`src/design/tml_ram.sv`:
```
module tml_ram #(
    parameter int Width = 24,
    parameter int Depth = 33
) (
    input  logic                     i_clk,
    input  logic                     i_we,
    input  logic [$clog2(Depth)-1:0] i_waddr,
    input  logic [Width-1:0]         i_wdata,
    input  logic [$clog2(Depth)-1:0] i_raddr,
    output logic [Width-1:0]         o_rdata
);
    logic [Width-1:0] r_mem [Depth];

    always_ff @(posedge i_clk) begin
        if (i_we) begin
            r_mem[i_waddr] <= i_wdata;
        end
        o_rdata <= r_mem[i_raddr];
    end
endmodule

```
`config.mk`:
```
export PLATFORM = sky130hd
export DESIGN_NAME = tml_ram
export DESIGN_NICKNAME = d
export VERILOG_FILES = /design/src/design/tml_ram.sv
export SDC_FILE = /design/constraint.sdc
export NUM_CORES = 1
export LEC_CHECK = 0
export BUFFER_PORTS_ARGS = -buffer_cell sky130_fd_sc_hd__buf_4
export CORE_ASPECT_RATIO = 1.2
export CORE_UTILIZATION = 50
export CTS_BUF_LIST = sky130_fd_sc_hd__clkbuf_2
export DETAILED_ROUTE_END_ITERATION = 10
export GPL_ROUTABILITY_DRIVEN = 0
export HOLD_SLACK_MARGIN = 0.06
export PLACE_DENSITY_LB_ADDON = 0.3
export SYNTH_ARGS = -nofsm -noshare
export SYNTH_HDL_FRONTEND = slang
export SYNTH_SLANG_ARGS = --single-unit
```
`constraint.sdc`:
```
create_clock -name i_clk -period 1.95 [get_ports i_clk]
set_input_delay 0.0975 -clock i_clk [delete_from_list [all_inputs] [get_ports i_clk]]
set_output_delay 0.0975 -clock i_clk [all_outputs]
set_load 0.01 [all_outputs]
```
==> results.py, run 1 <==
metrics = {
    "cts": {
        "clockBufferDepth": 3,
        "htreeDepth": 4,
        "clk_pin_slew_ps": 110,
        "cts_root_buffer": "clkbuf_2",
        "cts_tree": "yes",
        "cts_sinks": 816,
        "clk-insertion-delay-late_ps": 1220,
        "cts-buffers-inserted": 182,
    },
    "sta": {
        "post-route-period-util_pct": 103,
        "fmax_mhz": 498,
        "setup_viol": 39,
        "skew_ps": 79.2,
        "max_slew.worst_pin.slew_ps": 1270,
        "slew_violations": 0,
        "fin_ws_ps": -57.2,
        "worst_slew_margin_rel_pct": 15.1,
        "hold_viol": 0,
        "period_minus_slack_ps": 2010,
    },
    "routing": {
        "highest_layer": "met5",
        "wirelength_mm": 83.7,
        "wl_met1_mm": 31.1,
        "drcViolationCount": 0,
        "wl_per_cell_um": 27.8,
        "dr.pass1.iters": 5,
        "met2WireLength_mm": 43.4,
        "dr_wl_met3_mm": 5.33,
        "vias_per_cell": 5.92,
        "drtIter0Drc": 1776,
        "num_vias": 17900,
        "drtAntennaViolNets": 0,
    },
    "logic_synthesis": {
        "avgSynthCellArea_um2": 18.8,
        "async_reset_ff_share_pct": 0,
        "yosysTopAreaCellShare_pct": 75.5,
        "yosysTopAreaCell": "edfxtp_1",
        "synth-seq-cells": 816,
        "seq_area_frac_synth_pct": 77.0,
        "yosysMostFrequentCell": "edfxtp_1",
        "synth_edf_count": 792,
        "yosys-top-cells-area": "edfxtp_1 76%, mux2i_1 12%, a22oi_1 2.3%, dfxtp_1 1.5%, a22o_1 1.3%",
        "synth_common_cells": "792 x edfxtp_1, 384 x mux2i_1, 96 x a22oi_1",
        "ys_warn_count": 0,
        "synth_area_mm2": 0.0315,
        "synthesis.nets": 1710,
        "ys_types": 27,
        "synthFlopType": "edfxtp_1",
        "syn_inst": 1672,
    },
    "outcome": {
        "outcome": "finished with violations",
        "failed_checks": "negative setup slack",
    },
    "cells_and_area": {
        "nNetsFinal": 2095,
        "seq_area_mm2": 0.0243,
        "design_area_mm2": 0.0373,
        "multi_input_area_mm2": 0.00685,
        "layout-drive-gt1-share_pct": 27.6,
        "n_fill_cell": 4570,
        "syn2layout_area_growth_pct": 18.3,
        "utilization_pct": 59.9,
    },
    "critical_path": {
        "critPathCaptureType": "register",
        "required_ps": 2810,
        "r2r_slack_ps": 130,
        "start_kind": "primary input",
        "arrival_ps": 2870,
        "crit_fanout": 11,
        "worst-setup-path-type": "primary input to register",
    },
    "die": {
        "core_area_mm2": 0.0622,
        "io_pins": 62,
        "die_h_um": 277,
        "die_w_um": 231,
        "initial_core_util_pct": 50.7,
        "row_count": 100,
        "die_area_mm2": 0.0640,
    },
    "global_routing": {
        "grt_pass1_wl_mm": 119,
        "grt_start_max_net_pins": 37,
        "overflow": 0,
        "antenna_found_initial": 8,
        "grt_pass1_vias": 18300,
        "grt_usage_pct": 26.0,
    },
    "place": {
        "post-dp-hpwl_mm": 45.6,
        "post-place-ws_ps": -127,
        "portBuffers": 61,
        "place_area_mm2": 0.0344,
    },
    "power": {
        "power_per_cell_area_mw_per_mm2": 869,
        "finalPower_mw": 32.4,
        "leakage_nw": 13.4,
        "worst_ir_drop_vdd_mv": 0.424,
    },
    "job": {
        "drv_cap": 0,
    },
    "worst_hold_path": {
        "hp-class": "primary input to register",
    },
}
-- stage by stage --
| stage | cells | setup TNS [ps] | hold slack (ps) |
|---|---|---|---|
| after floorplan | 1672 | -21970 | 196 |
| after global placement | 2598 | -346 | 429 |
| after detailed placement | 2598 | -319 | 429 |
| after CTS | 2998 | -10.6 | 64.8 |
| after global routing | 3016 | -24.6 | 126 |
| final | 3016 | -714 | 194 |
-- final timing paths --
check	depth (start not counted)	from	endpoint
max	10	i_waddr[4]	r_mem[2][10]$_DFFE_PP_
min	6	i_raddr[3]	o_rdata[13]$_DFF_P_
max reg2reg	5	r_mem[0][23]$_DFFE_PP_	o_rdata[23]$_DFF_P_
min reg2reg	2	r_mem[32][10]$_DFFE_PP_	o_rdata[10]$_DFF_P_
-- power breakdown --
part           switching (mW)  leakage (nW)  internal, mW
Clock                    6.31          1.32          4.46
Sequential             0.0727          7.33          19.4
Combinational            1.26          4.79         0.912
Total                    7.64          13.4          24.7
-- logic make-up (layout without fill, tap and decap cells) --
| logic type | Yosys count | count (layout) | synth area share [%] |
|---|---|---|---|
| flops | 816 | 816 | 77.0 |
| compound gates | 288 | 288 | 7.46 |
| other cells | 0 | 3 | 0 |
| buf+inv | 102 | 627 | 2.18 |
| mux | 384 | 384 | 12.2 |
| simple gates | 82 | 82 | 1.14 |
-- routing by layer --
layer / up-vias / global-route usage, %
li1: 7723 / -
met4: 4 / 13.3
met1: 9126 / 31.3
met3: 209 / 4.07
met5: - / 0
met2: 800 / 45.3
-- sequential cells by signal (all words and copies together) (netlist names) --
register,cells
o_rdata,24
r_mem,792
-- area by class of cell --
type | count | share of cell area, %
timing repair buffer | 303 | 9.07
tap | 816 | 2.74
multi-input combinational | 754 | 18.4
clock buffer | 280 | 3.76
sequential | 816 | 65.2
clock inverter | 44 | 0.860
antenna | 3 | 0.0201
-- placed cells by master (no fill, tap or decap), drive strengths merged, types with 2 or more instances in the layout --
cell | synthesis | layout
nand2 | 28 | 28
nand2b | 2 | 2
dfxtp | 24 | 24
nand3b | 4 | 4
a21oi | 48 | 48
nor2 | 36 | 36
o22ai | 24 | 24
diode | 0 | 3
mux2i | 384 | 384
edfxtp | 792 | 792
nor2b | 4 | 4
a22oi | 96 | 96
a22o | 48 | 48
or3b | 2 | 2
inv | 0 | 4
a221oi | 48 | 48
clkinv | 0 | 35
bufinv | 0 | 5
o41ai | 24 | 24
clkbuf | 47 | 286
dlygate4sd3 | 0 | 74
buf | 55 | 223
nand3 | 3 | 3
-- what timing repair did --
item	CTS	global route
setup endpoints to repair	13	94
cloned	0	6
gates resized for setup	23	6
hold buffers	76	0
endpoints found under the hold margin	1608	0
pin swaps	0	4
setup buffers	0	10
-- worst max-delay path, stage by stage --
cell           delay [ps]
dlygate4sd3_1         540
buf_4                 150
dlygate4sd3_1         560
nor2b_2               140
dlygate4sd3_1         610
nand2_1                60
buf_4                 210
nor2_4                130
buf_4                 150
buf_12                180
Note: power is estimated with default switching activity, not from simulation.
==> inputs of run 2 (changes only) <==
==> constraint.sdc (replaced) <==
create_clock -name i_clk -period 1.93 [get_ports i_clk]
set_input_delay 0.0965 -clock i_clk [delete_from_list [all_inputs] [get_ports i_clk]]
set_output_delay 0.0965 -clock i_clk [all_outputs]
set_load 0.01 [all_outputs]
==> run 2 against run 1 <==
Compared with the run above:
- the run still ends with negative setup slack left
- critical path depth rose by 1
- wire length shrank 0.16%
- clock-buffer cell count is 4 lower
- clock skew rose by 4.0 ps
- combinational power grew 2%
- hold slack gained 8.2 ps
- sequential cell count is the same
- largest cell class unchanged
==> results.py, run 2 (synthesis gave the netlist of run 1 again) <==
metrics = {
    "cts": {
        "htreeDepth": 4,
        "cts-buffers-inserted": 180,
        "cts_tree": "yes",
        "clockBufferDepth": 3,
        "cts_sinks": 816,
        "clk_pin_slew_ps": 120,
        "cts_root_buffer": "clkbuf_2",
        "clk-insertion-delay-late_ps": 1220,
    },
    "power": {
        "leakage_nw": 13.3,
        "power_per_cell_area_mw_per_mm2": 866,
        "pwr-share-seq_pct": 61.3,
        "worst_ir_drop_vdd_mv": 0.400,
        "combPwrFrac_pct": 6.9,
        "p_sw_mw": 7.75,
        "intPower_mw": 24.3,
        "p_sw_share_pct": 24.2,
        "clkPwrFrac_pct": 31.8,
    },
    "sta": {
        "period_minus_slack_ps": 1970,
        "post-route-period-util_pct": 102,
        "setup_viol": 1,
        "fmax_mhz": 508,
        "hold_viol": 0,
        "worst_slew_margin_rel_pct": 17.9,
        "max_slew.worst_pin.slew_ps": 1230,
        "fin_ws_ps": -36.9,
        "rsz0062_at_grt": "false",
        "skew_ps": 83.2,
        "slew_violations": 0,
        "fin_tns_setup_ps": -36.9,
    },
    "cells_and_area": {
        "largestRegisters": "r_mem (792), o_rdata (24)",
        "layoutNonFillerInstCount": 3022,
        "syn2layout_area_growth_pct": 17.5,
        "max_flop_register": "r_mem",
        "largest_reg_flops": 792,
        "layout_common_cells": "792 x edfxtp_1, 384 x mux2i_1, 276 x clkbuf_2",
        "layout-drive-gt1-share_pct": 27.3,
        "n_fill_cell": 4583,
        "nNetsFinal": 2097,
        "layout_commonest_cell": "edfxtp_1",
    },
    "die": {
        "core_area_mm2": 0.0622,
        "initial_core_util_pct": 50.7,
        "die_area_mm2": 0.0640,
        "die_w_um": 231,
        "io_pins": 62,
        "row_count": 100,
        "die_h_um": 277,
    },
    "critical_path": {
        "r2r_cells": 5,
        "required_ps": 2970,
        "critPathCaptureType": "register",
        "worstPathCellList": "dlygate4sd3_1 -> buf_4 -> nor2_4 -> dlygate4sd3_1 -> buf_12 -> buf_12 -> buf_12 -> a22o_1 -> a221oi_1 -> o22ai_1 -> o41ai_2",
        "slowest_stage": "dlygate4sd3_1",
        "cp_common_cell": "buf_12",
        "crit_fanout": 19,
        "cp.depth": 11,
        "worst-setup-path-type": "primary input to register",
        "start_kind": "primary input",
        "arrival_ps": 3000,
        "slowest_delay_ps": 590,
        "cpLargestDelayFamily": "buffers and inverters",
        "path_buf_inv": 6,
    },
    "routing": {
        "wirelength_mm": 83.6,
        "drtAntennaViolNets": 0,
        "drcViolationCount": 0,
        "num_vias": 17800,
        "wl_per_cell_um": 27.7,
        "dr.pass1.iters": 7,
        "drtIter0Drc": 1749,
        "vias_per_cell": 5.90,
    },
    "global_routing": {
        "grt_start_max_net_pins": 37,
        "grt_usage_pct": 26.4,
        "grt_pass1_vias": 18400,
        "grt_pass1_wl_mm": 121,
        "overflow": 0,
        "antenna_found_initial": 5,
    },
    "outcome": {
        "outcome": "finished with violations",
        "failed_checks": "negative setup slack",
    },
    "worst_hold_path": {
        "hp-class": "primary input to register",
        "holdPathStages": 6,
    },
    "place": {
        "post-dp-hpwl_mm": 47.3,
        "portBuffers": 61,
        "dp_cells": 2614,
    },
    "job": {
        "drv_cap": 0,
    },
}
run 2: cell type report:
type / count / area (µm²) / area share (%)
multi-input combinational: 754 / 6830 / 18.4
timing repair buffer: 307 / 3270 / 8.83
sequential: 816 / 24300 / 65.6
tap: 816 / 1020 / 2.76
clock buffer: 276 / 1380 / 3.73
antenna: 3 / 7.51 / 0.0203
clock inverter: 50 / 210 / 0.568
run 2: routing by layer:
metal,track usage (%),part of all wire [%]
met5,0,0
met4,12.0,3.6
met3,4.43,6.7
met2,45.9,52
met1,32.3,38
run 2: through the flow:
step	hold WS, ps	power, mW	util (%)	instance area, µm²	worst slack [ps]
after global placement	429	22.0	55.5	34500	-240
after floorplan	195	21.1	-	31500	-130
after detailed placement	432	22.1	55.5	34500	-232
after CTS	80.4	32.3	59.5	37000	-57.5
final	202	32.0	59.5	37000	-36.9
after global routing	172	33.2	59.5	37000	11.2
run 2: worst min-delay path, stage by stage:
cell	delay (ps)
dlygate4sd3_1	530
buf_4	140
nand2b_1	170
buf_12	200
a21oi_1	180
o41ai_2	70
run 2: power by group through the flow:
stage          combinational, mW  clock, mW  sequential [mW]
6_report                    2.21       10.2             19.6
5_1_grt                     2.33       11.2             19.7
4_1_cts                     2.21       10.4             19.6
3_5_place_dp                2.03          0             20.0
3_3_place_gp                1.99          0             20.0
2_1_floorplan               1.05          0             20.0
run 2: final timing paths:
kind	from	to	slack, ps
setup reg to reg	r_mem[13][5]$_DFFE_PP_	o_rdata[5]$_DFF_P_	130
setup / recovery	i_raddr[2]	o_rdata[5]$_DFF_P_	-40
hold reg to reg	r_mem[32][14]$_DFFE_PP_	o_rdata[14]$_DFF_P_	440
hold / removal	i_raddr[3]	o_rdata[23]$_DFF_P_	200
run 2: repair_timing:
item | in CTS | in global routing
hold endpoints to repair | 1608 | 0
setup endpoints to repair | 15 | 3
setup buffers | 0 | 0
pin swaps | 0 | 1
gates resized for setup | 32 | 2
hold buffers | 79 | 0
